===== config.mk =====
export PLATFORM = sky130hd
export DESIGN_NAME = efb_alu
export DESIGN_NICKNAME = d
export VERILOG_FILES = /design/src/efb_pkg.sv /design/src/efb_alu.sv
export SDC_FILE = /design/constraint.sdc
export NUM_CORES = 1
export LEC_CHECK = 0
export BUFFER_PORTS_ARGS = -buffer_cell sky130_fd_sc_hd__buf_2
export CORE_MARGIN = 2
export CORE_UTILIZATION = 35
export DETAILED_ROUTE_END_ITERATION = 12
export SYNTH_ARGS = -nofsm -noshare
export SYNTH_HDL_FRONTEND = slang
export SYNTH_SLANG_ARGS = --single-unit

===== constraint.sdc =====
create_clock -name vclk -period 28.6
set_clock_uncertainty 0.1 [all_clocks]
set_input_delay 4.29 -clock vclk [all_inputs]
set_output_delay 4.29 -clock vclk [all_outputs]
set_load 0.02 [all_outputs]

===== src/efb_pkg.sv =====
package efb_pkg;

    typedef struct packed {
        logic       operation;
        logic [4:0] red_in;
        logic [5:0] green_in;
        logic [4:0] blue_in;
    } pixel_t;

    typedef struct packed {
        logic [4:0] red_out;
        logic [5:0] green_out;
        logic [4:0] blue_out;
        logic       is_edge;
        logic       last_pixel;
    } result_t;

    typedef struct packed {
        logic [7:0] r;
        logic [7:0] g;
        logic [7:0] b;
    } rgb8_t;

    typedef logic [11:0] acc_t;

    localparam logic       OP_LOAD = 1'b0;
    localparam logic       OP_READ = 1'b1;

    localparam logic [1:0] REG_WIDTH     = 2'd0;
    localparam logic [1:0] REG_HEIGHT    = 2'd1;
    localparam logic [1:0] REG_RADIUS    = 2'd2;
    localparam logic [1:0] REG_THRESHOLD = 2'd3;

    localparam int CfgWidth = 11;

    function automatic logic [7:0] exp5(input logic [4:0] v);
        exp5 = {v, v[4:2]};
    endfunction

    function automatic logic [7:0] exp6(input logic [5:0] v);
        exp6 = {v, v[5:4]};
    endfunction

    function automatic logic [3:0] alpha_of(input logic [7:0] radius);
        logic [3:0] a;
        case (radius)
            8'd1:    a = 4'd14;
            8'd2:    a = 4'd10;
            8'd3:    a = 4'd8;
            8'd4:    a = 4'd6;
            8'd5:    a = 4'd5;
            8'd6:    a = 4'd5;
            8'd7:    a = 4'd4;
            8'd8:    a = 4'd3;
            8'd9:    a = 4'd3;
            8'd10:   a = 4'd3;
            8'd11:   a = 4'd3;
            8'd12:   a = 4'd2;
            8'd13:   a = 4'd2;
            8'd14:   a = 4'd2;
            8'd15:   a = 4'd2;
            8'd16:   a = 4'd2;
            8'd17:   a = 4'd2;
            default: a = 4'd1;
        endcase
        alpha_of = a;
    endfunction

endpackage


===== src/efb_alu.sv =====
module efb_alu (
    input  efb_pkg::rgb8_t  px,
    input  efb_pkg::rgb8_t  hold,
    input  efb_pkg::acc_t   acc [3],
    input  logic [3:0]      alpha,
    output efb_pkg::acc_t   acc_next [3],
    output efb_pkg::rgb8_t  blur_px,
    output efb_pkg::rgb8_t  trunc_px,
    output logic [9:0]      diff_sum
);

    logic [7:0]         ch [3];
    logic [7:0]         hc [3];
    logic [7:0]         ad [3];
    logic signed [13:0] diff [3];
    logic signed [18:0] prod [3];
    logic signed [18:0] quo [3];

    assign ch[0] = px.r;
    assign ch[1] = px.g;
    assign ch[2] = px.b;
    assign hc[0] = hold.r;
    assign hc[1] = hold.g;
    assign hc[2] = hold.b;

    // exponential step with division by 16 toward zero
    always_comb
    begin
        for (int c = 0; c < 3; c++)
        begin
            diff[c] = $signed({2'b00, ch[c], 4'b0000}) - $signed({2'b00, acc[c]});
            prod[c] = 19'(diff[c]) * 19'($signed({1'b0, alpha}));
            quo[c] = (prod[c] + (prod[c][18] ? 19'sd15 : 19'sd0)) >>> 4;
            acc_next[c] = acc[c] + quo[c][11:0];
            ad[c] = (ch[c] > hc[c]) ? (ch[c] - hc[c]) : (hc[c] - ch[c]);
        end
    end

    assign blur_px.r = acc_next[0][11:4];
    assign blur_px.g = acc_next[1][11:4];
    assign blur_px.b = acc_next[2][11:4];

    assign trunc_px.r = efb_pkg::exp5(px.r[7:3]);
    assign trunc_px.g = efb_pkg::exp6(px.g[7:2]);
    assign trunc_px.b = efb_pkg::exp5(px.b[7:3]);

    assign diff_sum = 10'(ad[0]) + 10'(ad[1]) + 10'(ad[2]);

endmodule


==> out/results.tsv, run 1 <==
metric	value	unit
outcome	finished, final reports clean	
first-pass GRT wire length	50900	um
Detail Route Antenna Nets	0	
startpoint types	input pin	
RePlAce Congestion	0.898	
Top delay family on crit path	compound AO/OA/AOI/OAI gates	
worst path arrival time	12280	ps
Die H	191	um
CTS Hold Bufs	0	
post-CTS setup buffers	0	
Seq cells	0	
Initial DRC Count	440	
grt ovf	0	
worst min-delay path category	input pin to output port	
Avg Synthesized Cell Area	7.57	um2
DR vias/cell	4.99	
I/O Pins	182	
crit path max-delay cell type	a2111oi_0	
fillers	3646	
CP endpoint kind	output port	
final WL	30200	um
Avg WL per Cell	13.8	um
Final min period	16670	ps
CP peak stage delay	760	ps
yosys warns	0	
multi-input logic area	10600	um2
worst-margin pin slew	858	ps
max cap viols	0	
FMAX	0.0600	GHz
die width	191	um
Final Hold Viols	0	
Synth Net Count	2017	
Pre-Repair DR Iteration Count	5	
# nets final	2134	
Core Rows	68	
Synth top area share	22.8	%
CP Data Required Time	24210	ps
post-synthesis cell count	1614	
RSZ-0062 raised after global routing	false	
Sequential Area	0	um2
core footprint	34500	um2
number of port buffers	182	
Tcrit/Tclk final	58.3	%
GRT Total Usage	16.6	%
Slew Limit Fails	0	
# DRC	0	
CP bufs+invs	5	
Clock buffer cells	0	
ratio of cells with drive above 1 in the final layout	11.8	%
die area	36400	um2
Syn-to-layout area delta	8.57	%
Synth cell types	76	
Post-Syn Area	12200	um2
HPWL after detailed placement	26600	um
crit path kind	input pin to output port	
Initial Util	35.5	%
post_cts resized	0	
pin count of the biggest net entering global routing	44	
diode count	0	
vias after detailed routing	10900	
Final setup viols	0	
post-synthesis sequential area ratio	0	%
Max-slew headroom	41.3	%
CP Max Fanout	7	
initial antenna violation count	0	
Fin Setup TNS	0	ps
Synth area leaders	ha_1 23%, fa_1 15%, inv_1 9.4%, xnor2_1 8.6%, and2_1 6.2%	
dominant cell type by area after synthesis	ha_1	
worst hold slack	8750	ps
vias in the first global route	10600	
[final cells by class]
| cell class | count | area share (%) |
|---|---|---|
| repair buffers | 184 | 6.98 |
| well taps | 455 | 4.29 |
| inverters | 306 | 8.66 |
| multi-input cells | 1239 | 80.1 |
[per-stage QoR]
| step | instance area, um2 | setup WS, ps | instances | util (%) |
|---|---|---|---|---|
| 2_1_floorplan | 12200 | 12500 | 1614 | - |
| 3_3_place_gp | 13300 | 12170 | 2184 | 38.5 |
| 3_5_place_dp | 13300 | 11950 | 2184 | 38.5 |
| 4_1_cts | 13300 | 11940 | 2184 | 38.5 |
| 5_1_grt | 13300 | 11240 | 2184 | 38.5 |
| 6_report | 13300 | 11930 | 2184 | 38.5 |
[cells in the mapped netlist (15+ instances only)]
cell	number
and2_1	122
a21o_1	29
o21bai_1	19
ha_1	223
nor2_1	64
o21a_1	15
mux2i_1	19
nand3_1	39
inv_1	306
clkbuf_1	19
nor3_1	41
fa_1	92
o21ai_0	46
xnor2_1	120
buf_4	48
nand2_1	86
a21oi_1	87
xor2_1	34
a211oi_1	19
[routing by layer]
layer | part of all wire [%] | routed length, um | global-route usage [%]
met1 | 49 | 14700 | 23.4
met3 | 3.3 | 982 | 0.460
met4 | 1.5 | 463 | 2.36
met5 | 0 | 0 | 0
met2 | 46 | 14000 | 28.7
[kinds of logic (layout without fill, tap and decap cells)]
family / after synthesis / count (layout) / synth area share (%)
simple gates: 452 / 452 / 20.1
buf+inv: 375 / 490 / 13.1
fa+ha+maj: 315 / 315 / 37.9
compound gates: 293 / 293 / 15.7
xor+xnor: 155 / 155 / 11.2
mux: 24 / 24 / 2.02
[worst paths after layout]
kind   start            to  cells past startpoint
max   acc[0]  acc_next[10]                     33
min    px[7]   trunc_px[2]                      2
[cell usage in the layout (no fill, tap or decap), drive strengths merged, types with 7 or more instances in the layout]
cell type  count
a211oi        20
a21o          29
a21oi         88
a31oi         12
and2         122
and3          13
buf          184
fa            92
ha           223
inv          306
mux2i         19
nand2         86
nand2b        12
nand3         39
nand3b         7
nand4         14
nor2          64
nor2b         13
nor3          41
nor4           7
o2111ai        7
o21a          15
o21ai         46
o21bai        19
or3            9
xnor2        120
xor2          34
Power of run 1 is not shown: default switching activity piles up to over one toggle a cycle in this logic, so the estimate is an artifact.
==> run 2: changes to the inputs <==
==> constraint.sdc (replaced) <==
create_clock -name vclk -period 14.2
set_clock_uncertainty 0.1 [all_clocks]
set_input_delay 2.13 -clock vclk [all_inputs]
set_output_delay 2.13 -clock vclk [all_outputs]
set_load 0.02 [all_outputs]
==> out/results.tsv, run 2 (synthesis gave the netlist of run 1 again) <==
metric	value	unit	change
Initial DRC Count	475		+8.0%
Avg WL per Cell	13.8	um	about the same
pin count of the biggest net entering global routing	44		unchanged
crit path kind	input pin to output port		
Final min period	12280	ps	
fillers	3647		+0.027%
die area	36400	um2	unchanged
core footprint	34500	um2	unchanged
CTS Hold Bufs	0		unchanged
Die H	191	um	unchanged
vias in the first global route	10600		-0.59%
dpl cell area	13300	um2	unchanged
die width	191	um	unchanged
vias after detailed routing	10900		-0.26%
hold_sp	px[7]		
initial antenna violation count	0		unchanged
Final setup viols	0		unchanged
Sequential Area	0	um2	unchanged
Slew Limit Fails	0		unchanged
worst min-delay path category	input pin to output port		
hold depth	2		unchanged
commonest non-fill, non-tap cells in the layout	306 x inv_1, 223 x ha_1, 182 x buf_2, 122 x and2_1, 120 x xnor2_1		
Placed Cells	2184		unchanged
first-pass GRT wire length	49900	um	-2.0%
Fin Setup TNS	0	ps	unchanged
RSZ-0062 raised after global routing	false		
post-CTS setup buffers	0		unchanged
CP Data Required Time	11970	ps	-12240 ps
Detail Route Antenna Nets	0		unchanged
# nets final	2134		unchanged
Initial Util	35.5	%	unchanged
RePlAce Congestion	0.895		-0.30%
FMAX	0.0815	GHz	
Finished Layout Cells	2184		unchanged
CP peak stage delay	630	ps	-130 ps
outcome	finished, final reports clean		
Clock buffer cells	0		unchanged
post_cts resized	0		unchanged
ratio of cells with drive above 1 in the final layout	11.8	%	unchanged
CP endpoint kind	output port		
Syn-to-layout area delta	8.57	%	unchanged
number of cells on the critical path	32		-3.0%
worst-margin pin slew	805	ps	-53.6 ps
CP Max Fanout	12		+5
crit path max-delay cell type	xnor2_1		
Seq cells	0		unchanged
worst path arrival time	10050	ps	-2230 ps
Top delay family on crit path	compound AO/OA/AOI/OAI gates		
Tcrit/Tclk final	86.5	%	
I/O Pins	182		unchanged
grt ovf	0		unchanged
leading cell type in the layout, fill and taps excluded	inv_1		
HPWL after detailed placement	26500	um	-0.41%
Pre-Repair DR Iteration Count	5		unchanged
max cap viols	0		unchanged
Max-slew headroom	45.0	%	+3.7 points
Finished Cell Area	13300	um2	unchanged
Worst Hold Endpoint	trunc_px[7]		
DR vias/cell	4.98		-0.26%
Final Hold Viols	0		unchanged
critical path's most frequent cell	xnor2_1		
final WL	30200	um	about the same
CP bufs+invs	4		-1
Core Rows	68		unchanged
# DRC	0		unchanged
startpoint types	input pin		
diode count	0		unchanged
GRT Total Usage	16.3	%	-0.32 points
number of port buffers	182		unchanged
## run 2: cell counts in the layout (fill, tap and decap cells not counted)
No cell type changed its count.
## run 2: final cells by class
cell class                      count  area (um2)  area share, %
Multi-Input combinational cell   1239       10600           80.1
Inverter                          306        1150           8.66
Timing Repair Buffer              184         926           6.98
Tap cell                          455         569           4.29
## run 2: per-stage QoR
stage | utilization [%] | hold WS, ps | worst slack, ps
floorplan | - | 4270 | 2420
global placement | 38.5 | 4440 | 2100
detailed placement | 38.5 | 4440 | 1860
CTS | 38.5 | 4440 | 1850
global route | 38.5 | 4450 | 1250
finish | 38.5 | 4440 | 1920
## run 2: how the worst max path moves through the flow
stage                    to    start  slack, ps
2_1_floorplan    blur_px[6]   acc[4]       2420
3_3_place_gp    blur_px[15]  acc[12]       2100
3_5_place_dp    blur_px[15]  acc[12]       1860
4_1_cts         blur_px[15]  acc[12]       1850
5_1_grt        acc_next[23]  acc[12]       1250
6_report        blur_px[15]  acc[12]       1920
## run 2: layer usage
metal / track usage, % / wire length [um] / vias up
li1: - / - / 5572
met1: 22.6 / 14700 / 5045
met2: 28.4 / 13900 / 229
met3: 0.589 / 1060 / 22
met4: 2.50 / 536 / 0
met5: 0 / 0 / -
Power of run 2 is left out for the same reason.
